==> src/sv/zeros_to_polynomial_expander_core_defines.svh <==
// Assertion macros shared by the expander RTL.
`ifndef ZEROS_TO_POLYNOMIAL_EXPANDER_CORE_DEFINES_SVH
`define ZEROS_TO_POLYNOMIAL_EXPANDER_CORE_DEFINES_SVH
`ifndef SYNTHESIS
// same-cycle implication
`define ZPE_ASSERT(label, clk, rst_n, ante, cons, msg) \
    label: assert property (@(posedge clk) disable iff (!rst_n) (ante) |-> (cons)) \
        else $error(msg);
// next-cycle implication
`define ZPE_ASSERT_NEXT(label, clk, rst_n, ante, cons, msg) \
    label: assert property (@(posedge clk) disable iff (!rst_n) (ante) |=> (cons)) \
        else $error(msg);
`else
`define ZPE_ASSERT(label, clk, rst_n, ante, cons, msg)
`define ZPE_ASSERT_NEXT(label, clk, rst_n, ante, cons, msg)
`endif
`endif

==> src/sv/zpe_pkg.sv <==
// Types and constants of the zeros-to-polynomial expander.
`default_nettype none
package zpe_pkg;

    localparam int COEF_W     = 32;
    localparam int ZERO_W     = 16;
    localparam int COEF_IDX_W = 5;
    localparam int CFG_IDX_W  = 1;
    localparam int PROD_W     = COEF_W + ZERO_W;
    localparam int ACC_W      = PROD_W + 2;

    // register indexes
    localparam logic [CFG_IDX_W-1:0] REG_GAIN_RE = 1'd0;
    localparam logic [CFG_IDX_W-1:0] REG_GAIN_IM = 1'd1;

    // gain after reset: 1.0 + 0j in Q16.16
    localparam logic signed [COEF_W-1:0] GAIN_RE_RESET = 32'sd65536;
    localparam logic signed [COEF_W-1:0] GAIN_IM_RESET = 32'sd0;

    typedef struct packed {
        logic signed [ZERO_W-1:0] zero_re;
        logic signed [ZERO_W-1:0] zero_im;
        logic                     first;
        logic                     last;
    } item_t;

    typedef struct packed {
        logic [COEF_IDX_W-1:0]    coef_index;
        logic signed [COEF_W-1:0] coef_re;
        logic signed [COEF_W-1:0] coef_im;
        logic                     overflow;
        logic                     final_res;
    } result_t;

    typedef struct packed {
        logic signed [COEF_W-1:0] re;
        logic signed [COEF_W-1:0] im;
    } coef_t;

    typedef enum logic [1:0] {
        ACC_HOLD,
        ACC_LOAD,
        ACC_ADD,
        ACC_SUB
    } acc_op_t;

    typedef struct packed {
        logic signed [COEF_W-1:0] mul_a;
        logic signed [ZERO_W-1:0] mul_b;
        acc_op_t                  op;
        logic signed [COEF_W-1:0] load;
    } mac_ctl_t;

endpackage
`default_nettype wire

==> src/sv/zeros_to_polynomial_expander_core.sv <==
// Top level of the zeros-to-polynomial expander.
//
//  channel   signals                       transfer when
//  item      start, busy, item             start && !busy
//  result    result_valid, result          result_valid (one-cycle strobe)
//  config    cfg_we, cfg_index, cfg_data   cfg_we
//
// A zero on a degree-n polynomial runs on the shared multiplier-accumulator
// (four 32x16 products per coefficient), after the gain is reloaded when
// first is set; a last item then emits every stored coefficient. busy covers
// the whole item; a zero dropped at a full store without last leaves the
// core idle. Reset clears control state, the gain and the result outputs,
// not the store or datapath registers; the receiver cannot stall results.
`default_nettype none
`include "zeros_to_polynomial_expander_core_defines.svh"
module zeros_to_polynomial_expander_core #(
    parameter int MAX_ZEROS = 16
) (
    input  wire logic                            clk,
    input  wire logic                            rst_n,
    input  wire logic                            start,
    output logic                                 busy,
    input  wire zpe_pkg::item_t                  item,
    output logic                                 result_valid,
    output zpe_pkg::result_t                     result,
    input  wire logic                            cfg_we,
    input  wire logic [zpe_pkg::CFG_IDX_W-1:0]   cfg_index,
    input  wire logic [zpe_pkg::COEF_W-1:0]      cfg_data
);
    import zpe_pkg::*;

    localparam int DEPTH = MAX_ZEROS + 1;
    localparam int AW    = $clog2(DEPTH);
    localparam logic [AW-1:0] MAX_CNT = AW'(MAX_ZEROS);

    typedef enum logic [2:0] {
        S_IDLE,
        S_LOAD,
        S_RD_TOP,
        S_TOP,
        S_MAC,
        S_EMIT_RD,
        S_EMIT_OUT
    } state_t;

    typedef enum logic [2:0] {
        P_MUL_RR,
        P_MUL_II,
        P_MUL_RI,
        P_MUL_IR,
        P_ACC_IM,
        P_WRITE
    } phase_t;

    state_t  state_reg;
    phase_t  ph_reg;
    logic [AW-1:0] count_reg;
    logic [AW-1:0] j_reg;
    logic [AW-1:0] k_reg;
    logic          ovf_reg;
    logic          last_reg;
    logic signed [COEF_W-1:0] gain_re_reg;
    logic signed [COEF_W-1:0] gain_im_reg;

    logic signed [ZERO_W-1:0] zr_reg;
    logic signed [ZERO_W-1:0] zi_reg;
    coef_t                    a_reg;
    coef_t                    b_reg;
    logic signed [COEF_W-1:0] res_re_reg;

    logic          accept;
    logic          ram_we;
    logic [AW-1:0] ram_waddr;
    coef_t         ram_wdata;
    logic [AW-1:0] ram_raddr;
    coef_t         ram_rdata;
    mac_ctl_t      mac_ctl;
    logic signed [COEF_W-1:0] mac_res;
    logic          mac_sat;

    assign busy   = (state_reg != S_IDLE);
    assign accept = start && !busy;

    zpe_ram #(
        .WIDTH ($bits(coef_t)),
        .DEPTH (DEPTH)
    ) u_store (
        .clk   (clk),
        .we    (ram_we),
        .waddr (ram_waddr),
        .wdata (ram_wdata),
        .raddr (ram_raddr),
        .rdata (ram_rdata)
    );

    zpe_mac u_mac (
        .clk    (clk),
        .ctl    (mac_ctl),
        .result (mac_res),
        .sat    (mac_sat)
    );

    // store port control
    always_comb
    begin
        ram_we    = 1'b0;
        ram_waddr = '0;
        ram_wdata = a_reg;
        ram_raddr = '0;
        unique case (state_reg)
            S_LOAD:
            begin
                ram_we    = 1'b1;
                ram_wdata = '{re: gain_re_reg, im: gain_im_reg};
            end
            S_RD_TOP:
            begin
                ram_raddr = count_reg;
            end
            S_TOP:
            begin
                // top coefficient moves up one degree unchanged
                ram_we    = 1'b1;
                ram_waddr = count_reg + AW'(1);
                ram_wdata = ram_rdata;
            end
            S_MAC:
            begin
                ram_raddr = (j_reg == '0) ? '0 : j_reg - AW'(1);
                if (ph_reg == P_WRITE)
                begin
                    ram_we    = 1'b1;
                    ram_waddr = j_reg;
                    ram_wdata = '{re: res_re_reg, im: mac_res};
                end
            end
            S_EMIT_RD:
            begin
                ram_raddr = k_reg;
            end
            default:
            begin
                ram_raddr = '0;
            end
        endcase
    end

    // multiplier schedule: re = b.re + a.re*zr - a.im*zi, im = b.im + a.re*zi + a.im*zr
    always_comb
    begin
        mac_ctl = '{mul_a: a_reg.re, mul_b: zr_reg, op: ACC_HOLD, load: '0};
        if (state_reg == S_MAC)
        begin
            unique case (ph_reg)
                P_MUL_RR:
                begin
                    mac_ctl.mul_a = a_reg.re;
                    mac_ctl.mul_b = zr_reg;
                end
                P_MUL_II:
                begin
                    mac_ctl.mul_a = a_reg.im;
                    mac_ctl.mul_b = zi_reg;
                    mac_ctl.op    = ACC_LOAD;
                    mac_ctl.load  = (j_reg == '0) ? '0 : ram_rdata.re;
                end
                P_MUL_RI:
                begin
                    mac_ctl.mul_a = a_reg.re;
                    mac_ctl.mul_b = zi_reg;
                    mac_ctl.op    = ACC_SUB;
                end
                P_MUL_IR:
                begin
                    mac_ctl.mul_a = a_reg.im;
                    mac_ctl.mul_b = zr_reg;
                    mac_ctl.op    = ACC_LOAD;
                    mac_ctl.load  = b_reg.im;
                end
                P_ACC_IM:
                begin
                    mac_ctl.op = ACC_ADD;
                end
                P_WRITE:
                begin
                    mac_ctl.op = ACC_HOLD;
                end
                default:
                begin
                    mac_ctl.op = ACC_HOLD;
                end
            endcase
        end
    end

    // datapath holding registers
    always_ff @(posedge clk)
    begin
        if (accept)
        begin
            zr_reg <= item.zero_re;
            zi_reg <= item.zero_im;
        end
        if (state_reg == S_TOP)
        begin
            a_reg <= ram_rdata;
        end
        if (state_reg == S_MAC)
        begin
            if (ph_reg == P_MUL_II)
            begin
                b_reg <= (j_reg == '0) ? '0 : ram_rdata;
            end
            if (ph_reg == P_MUL_IR)
            begin
                res_re_reg <= mac_res;
            end
            if (ph_reg == P_WRITE)
            begin
                a_reg <= b_reg;
            end
        end
    end

    always_ff @(posedge clk or negedge rst_n)
    begin
        if (!rst_n)
        begin
            state_reg    <= S_IDLE;
            ph_reg       <= P_MUL_RR;
            count_reg    <= '0;
            j_reg        <= '0;
            k_reg        <= '0;
            ovf_reg      <= 1'b0;
            last_reg     <= 1'b0;
            gain_re_reg  <= GAIN_RE_RESET;
            gain_im_reg  <= GAIN_IM_RESET;
            result_valid <= 1'b0;
            result       <= '0;
        end
        else
        begin
            result_valid <= (state_reg == S_EMIT_OUT);
            if (cfg_we)
            begin
                unique case (cfg_index)
                    REG_GAIN_RE: gain_re_reg <= cfg_data;
                    REG_GAIN_IM: gain_im_reg <= cfg_data;
                    default:     gain_re_reg <= gain_re_reg;
                endcase
            end
            unique case (state_reg)
                S_IDLE:
                begin
                    if (accept)
                    begin
                        last_reg <= item.last;
                        k_reg    <= '0;
                        if (item.first)
                        begin
                            count_reg <= '0;
                            ovf_reg   <= 1'b0;
                            state_reg <= S_LOAD;
                        end
                        else if (count_reg == MAX_CNT)
                        begin
                            // store full: zero dropped
                            ovf_reg   <= 1'b1;
                            state_reg <= item.last ? S_EMIT_RD : S_IDLE;
                        end
                        else
                        begin
                            state_reg <= S_RD_TOP;
                        end
                    end
                end
                S_LOAD:
                begin
                    state_reg <= S_RD_TOP;
                end
                S_RD_TOP:
                begin
                    state_reg <= S_TOP;
                end
                S_TOP:
                begin
                    j_reg     <= count_reg;
                    ph_reg    <= P_MUL_RR;
                    state_reg <= S_MAC;
                end
                S_MAC:
                begin
                    unique case (ph_reg)
                        P_MUL_RR: ph_reg <= P_MUL_II;
                        P_MUL_II: ph_reg <= P_MUL_RI;
                        P_MUL_RI: ph_reg <= P_MUL_IR;
                        P_MUL_IR:
                        begin
                            ovf_reg <= ovf_reg | mac_sat;
                            ph_reg  <= P_ACC_IM;
                        end
                        P_ACC_IM: ph_reg <= P_WRITE;
                        P_WRITE:
                        begin
                            ovf_reg <= ovf_reg | mac_sat;
                            ph_reg  <= P_MUL_RR;
                            if (j_reg == '0)
                            begin
                                count_reg <= count_reg + AW'(1);
                                state_reg <= last_reg ? S_EMIT_RD : S_IDLE;
                            end
                            else
                            begin
                                j_reg <= j_reg - AW'(1);
                            end
                        end
                        default: ph_reg <= P_MUL_RR;
                    endcase
                end
                S_EMIT_RD:
                begin
                    state_reg <= S_EMIT_OUT;
                end
                S_EMIT_OUT:
                begin
                    result.coef_index <= COEF_IDX_W'(k_reg);
                    result.coef_re    <= ram_rdata.re;
                    result.coef_im    <= ram_rdata.im;
                    result.overflow   <= ovf_reg;
                    result.final_res  <= (k_reg == count_reg);
                    if (k_reg == count_reg)
                    begin
                        state_reg <= S_IDLE;
                    end
                    else
                    begin
                        k_reg     <= k_reg + AW'(1);
                        state_reg <= S_EMIT_RD;
                    end
                end
                default:
                begin
                    state_reg <= S_IDLE;
                end
            endcase
        end
    end

    // a dropped zero without last never leaves idle
    `ZPE_ASSERT_NEXT(a_accept_busy, clk, rst_n,
        accept && (item.first || item.last || (count_reg != MAX_CNT)), busy,
        "item transfer did not raise busy")
    `ZPE_ASSERT_NEXT(a_final_ends, clk, rst_n, result_valid && result.final_res, !result_valid, "result after final coefficient")
    `ZPE_ASSERT(a_emit_cadence, clk, rst_n, result_valid && !result.final_res, ##2 result_valid, "coefficient stream broke before final")
    `ZPE_ASSERT(a_mac_room, clk, rst_n, state_reg == S_MAC, count_reg < MAX_CNT, "zero applied to a full store")

endmodule
`default_nettype wire

==> src/sv/zpe_ram.sv <==
// Generic single-write, single-read RAM with registered read data.
`default_nettype none
module zpe_ram #(
    parameter int WIDTH = 64,
    parameter int DEPTH = 17
) (
    input  wire logic                     clk,
    input  wire logic                     we,
    input  wire logic [$clog2(DEPTH)-1:0] waddr,
    input  wire logic [WIDTH-1:0]         wdata,
    input  wire logic [$clog2(DEPTH)-1:0] raddr,
    output logic      [WIDTH-1:0]         rdata
);

    logic [WIDTH-1:0] mem [DEPTH];

    always_ff @(posedge clk)
    begin
        if (we)
        begin
            mem[waddr] <= wdata;
        end
        rdata <= mem[raddr];
    end

endmodule
`default_nettype wire

==> src/sv/zpe_mac.sv <==
// Shared 32x16 multiplier, accumulator and Q.24 to Q16.16 round/saturate.
`default_nettype none
module zpe_mac (
    input  wire logic                            clk,
    input  wire zpe_pkg::mac_ctl_t               ctl,
    output logic signed [zpe_pkg::COEF_W-1:0]    result,
    output logic                                 sat
);
    import zpe_pkg::*;

    localparam int RND_W = ACC_W + 1;

    logic signed [PROD_W-1:0] prod_reg;
    logic signed [ACC_W-1:0]  acc_reg;
    logic signed [ACC_W-1:0]  prod_ext;
    logic signed [ACC_W-1:0]  load_ext;
    logic signed [RND_W-1:0]  rounded;
    logic signed [RND_W-1:0]  shifted;

    assign prod_ext = ACC_W'(prod_reg);
    assign load_ext = ACC_W'(ctl.load) <<< 8;

    always_ff @(posedge clk)
    begin
        prod_reg <= ctl.mul_a * ctl.mul_b;
        unique case (ctl.op)
            ACC_HOLD: acc_reg <= acc_reg;
            ACC_LOAD: acc_reg <= load_ext + prod_ext;
            ACC_ADD:  acc_reg <= acc_reg + prod_ext;
            ACC_SUB:  acc_reg <= acc_reg - prod_ext;
            default:  acc_reg <= acc_reg;
        endcase
    end

    // add half LSB, floor shift; saturate if the top bits disagree
    always_comb
    begin
        rounded = RND_W'(acc_reg) + RND_W'(128);
        shifted = rounded >>> 8;
        sat     = !((&shifted[RND_W-1:COEF_W-1]) || !(|shifted[RND_W-1:COEF_W-1]));
        if (sat)
        begin
            result = shifted[RND_W-1] ? {1'b1, {(COEF_W-1){1'b0}}}
                                      : {1'b0, {(COEF_W-1){1'b1}}};
        end
        else
        begin
            result = shifted[COEF_W-1:0];
        end
    end

endmodule
`default_nettype wire
==> config.mk <==
export PLATFORM = sky130hd
export DESIGN_NAME = zeros_to_polynomial_expander_core
export DESIGN_NICKNAME = d
export VERILOG_FILES = /design/src/sv/zpe_pkg.sv /design/src/sv/zeros_to_polynomial_expander_core.sv /design/src/sv/zpe_ram.sv /design/src/sv/zpe_mac.sv
export VERILOG_INCLUDE_DIRS = /design/src /design/src/sv
export SDC_FILE = /design/constraint.sdc
export NUM_CORES = 2
export LEC_CHECK = 0
export ABC_AREA = 1
export BUFFER_PORTS_ARGS = -buffer_cell sky130_fd_sc_hd__buf_2
export CAP_MARGIN = 20
export CORE_MARGIN = 4
export CORE_UTILIZATION = 58
export CTS_CLUSTER_DIAMETER = 100
export CTS_CLUSTER_SIZE = 16
export DETAILED_ROUTE_END_ITERATION = 12
export HOLD_SLACK_MARGIN = 0.12
export MAX_ROUTING_LAYER = met4
export PLACE_DENSITY = 0.79
export SYNTH_ARGS = -nofsm -noshare
export SYNTH_HDL_FRONTEND = slang
export SYNTH_SLANG_ARGS = --single-unit
==> constraint.sdc <==
create_clock -name clk -period 6.45 [get_ports clk]
set_clock_uncertainty 0.05 [all_clocks]
set_input_delay 1.935 -clock clk [delete_from_list [all_inputs] [get_ports clk]]
set_output_delay 1.935 -clock clk [all_outputs]
set_load 0.01 [all_outputs]
==> impl_summary.txt <==
----------------------------------------------------
[Global routing]
  GRT Resource Usage Total ... 0.392
  Global route total overflow ... 0
  Maximum number of pins on one net before global-route repair ... 181
  Global-route wire length before repair ... 460,000 µm
  Antenna violations before repair ... 12
  Vias in the first global route ... 70,368

[Timing]
  Max-Slew Margin vs Limit ... 0.162
  Fin. max-slew vios ... 0
  Post-Route Setup TNS ... -14.69 ns
  Number of endpoints failing setup at the final stage ... 35
  Final-report hold violation count ... 0
  Maximum operating frequency ... 0.141 GHz
  Final period utilization ... 1.10
  Final min period ... 7.08 ns
  Setup repair after global routing missed its margin ... true
  Fin worst setup slack ... -0.625 ns
  Slew at the pin closest to its max-slew limit ... 1.26 ns
  Worst Hold Margin ... 0.390 ns

[Routing]
  Total length of routed met3 wires ... 38,400 µm
  Detailed-router iteration count before antenna repair ... 7
  Met2 wire length ... 137,000 µm
  Via density per instance ... 6.01
  Routed Antenna Nets ... 0
  Initial DRC Count ... 9,833
  DR WL/cell ... 26.0 µm
  Routed wire length ... 317,000 µm
  Total DRC errors in the routed layout ... 0
  Post-Route M1 WL ... 129,000 µm
  Uppermost layer routed ... met4
  Via count ... 73,187

[Cells and area]
  Nets@finish ... 10,777
  Commonest cells after routing, fill and taps aside ... sky130_fd_sc_hd__nand2_1 (1,827), sky130_fd_sc_hd__inv_1 (1,366), sky130_fd_sc_hd__edfxtp_1 (1,266)
  Growth of design area from synthesis to finish ... 14.3%
  Most common cell after layout, fill and taps aside ... sky130_fd_sc_hd__nand2_1
  Largest registers ... u_store.mem: 1088 flops, result: 71 flops
  Max FFs per register ... 1,088
  Share of layout cells above drive strength 1 ... 0.161
  Final Core Density ... 0.670
  Filler cell count in the final layout ... 12,090
  Top register by number of flip-flops ... u_store.mem

[Placement]
  Worst slack, placed ... -1.03 ns
  Count of buffers from port buffering ... 143
  Final weighted congestion in routability-driven placement ... 1.05
  Sum of net half-perimeters after detailed placement ... 227,000 µm

[Worst hold path]
  Hold crit path type ... register to register
  Hold wc startpoint ... u_store.mem[16][63]

[Synthesis]
  FFs w/ async S/R, synth ... 0.0993
  Netlist area before placement ... 0.0921 mm²
  Sequential cell area fraction in the yosys report ... 0.494
  Main flop type after synthesis ... sky130_fd_sc_hd__edfxtp_1
  Number of flops mapped to enable cells by yosys ... 1,266
  Distinct cells, synth ... 61
  Synthesized instance count ... 9,500
  Net count after synthesis ... 10,268
  Yosys synthesis warning count ... 0
  Post-synthesis register bit count ... 1,601
  Mean cell area of the mapped netlist ... 9.70 µm²

[Floorplan]
  Top Ports ... 144
  Core ar. ... 0.157 mm²
  Initial Utilization ... 0.586
  Full die area ... 0.165 mm²
  Horiz. Die Dim ... 407 µm
  Die height ... 407 µm
  Number of core rows ... 145

[Flow run]
  Max-Cap Viols ... 0

[Critical path]
  Setup crit start ... state_reg[0]
  Startpoint class of the critical path ... register
  Slowest stage cell, crit path ... sky130_fd_sc_hd__fa_1
  Startpoint of the most critical register-to-register path ... state_reg[0]
  Maximum fanout count along the critical path ... 7
  CP most frequent cell ... sky130_fd_sc_hd__buf_6
  Maximum single-stage delay on the critical path ... 0.55 ns
  Sort of element at the end of the critical path ... register
  Setup CP Type ... register to register
  Data required time at the worst endpoint ... 7.05 ns
  Arr. time, crit path ... 7.67 ns

[Clock network]
  Clock slew at reported path FFs ... 0.08 ns
  Number of buffers between clock root and the deepest sink ... 3
  Clk sinks ... 1,601
  Clock insertion delay at the later pin of the skew report ... 0.83 ns
  Cell at the root of the clock tree ... sky130_fd_sc_hd__clkbuf_16
  CTS H-Tree Depth ... 3
  CTS hold repair buffers ... 0
  CTS buffer count ... 113
  CTS tree ... yes

[Outcome]
  Status ... finished with violations
  Violated checks ... setup timing

----------------------------------------------------
[metal layers]
| metal | global-route usage | vias to the layer above |
|---|---|---|
| met4 | 0.136 | 0 |
| met1 | 0.559 | 35866 |
| li1 | - | 32378 |
| met3 | 0.0871 | 631 |
| met5 | - | - |
| met2 | 0.558 | 4312 |
[through the flow]
| stage | cells | area, µm² |
|---|---|---|
| floorplan | 9500 | 92200 |
| global placement | 11857 | 99200 |
| detailed placement | 11860 | 99200 |
| CTS | 12139 | 105000 |
| global route | 12170 | 105000 |
| finish | 12175 | 105000 |
[Yosys cell counts, types with 44 or more instances]
library cell	count	area share
sky130_fd_sc_hd__a21oi_1	316	0.017
sky130_fd_sc_hd__o211ai_1	403	0.033
sky130_fd_sc_hd__or2_2	247	0.017
sky130_fd_sc_hd__nand3b_1	137	0.011
sky130_fd_sc_hd__dfxtp_1	176	0.038
sky130_fd_sc_hd__nand2_1	1870	0.076
sky130_fd_sc_hd__nor2_1	847	0.035
sky130_fd_sc_hd__o21a_1	44	0.0036
sky130_fd_sc_hd__inv_1	1405	0.057
sky130_fd_sc_hd__clkbuf_1	221	0.0090
sky130_fd_sc_hd__fa_1	488	0.11
sky130_fd_sc_hd__xnor2_1	58	0.0055
sky130_fd_sc_hd__xor2_1	95	0.0090
sky130_fd_sc_hd__o21ai_0	597	0.032
sky130_fd_sc_hd__dfrtp_1	158	0.043
sky130_fd_sc_hd__buf_2	133	0.0072
sky130_fd_sc_hd__nand3_1	144	0.0078
sky130_fd_sc_hd__o21ai_1	109	0.0059
sky130_fd_sc_hd__ha_1	209	0.028
sky130_fd_sc_hd__edfxtp_1	1266	0.41
sky130_fd_sc_hd__a31oi_1	75	0.0051
[critical path, delay by kind of cell, from the launching register on]
kind                       cells  cell delay (ns)
and+or+nand+nor                8             0.79
AOI/OAI and AO/OA              6             1.04
buffers and inverters         11             1.15
DFF                            1             0.39
xor gates and xnor gates       1             0.16
adders and majority gates      7             3.33
[logic make-up after synthesis]
group,Yosys count,share of synthesized area
compound gates,1760,0.116
xor+xnor,153,0.0145
flops,1601,0.494
simple gates,3442,0.161
mux,1,0.000109
buf+inv,1846,0.0797
fa+ha+maj,697,0.134
[area by class of cell]
class,count,area (µm²),area share
timing repair buffer,811,7180,0.0682
multi-input combinational,6053,41000,0.390
clock inverter,14,265,0.00252
sequential,1601,45500,0.432
clock buffer,202,3190,0.0303
inverter,1428,5460,0.0519
timing repair inverter,1,7.51,0.0000713
tap,2058,2570,0.0245
antenna,7,17.5,0.000166
[path summary, 6_finish.rpt]
| kind | slack (ns) | cells after the start | end |
|---|---|---|---|
| hold reg to reg | 0.39 | 2 | u_store.rdata[63] |
| hold / removal | 0.39 | 2 | u_store.rdata[63] |
| min in group asynchronous | 1.21 | 1 | result[60] |
| max in group asynchronous | 3.94 | 2 | gain_re_reg[16] |
| setup reg to reg | -0.63 | 33 | u_mac.prod_reg[41] |
| setup / recovery | -0.63 | 33 | u_mac.prod_reg[41] |
[repair_timing]
item | CTS | global route
gates cloned | 6 | 0
gates resized for setup | 344 | 83
buffers inserted | 59 | 24
pin swaps | 69 | 58
endpoints found under the setup margin | 38 | 36
Power is not shown: default switching activity piles up to over one toggle a cycle in this logic, so the estimate is an artifact.
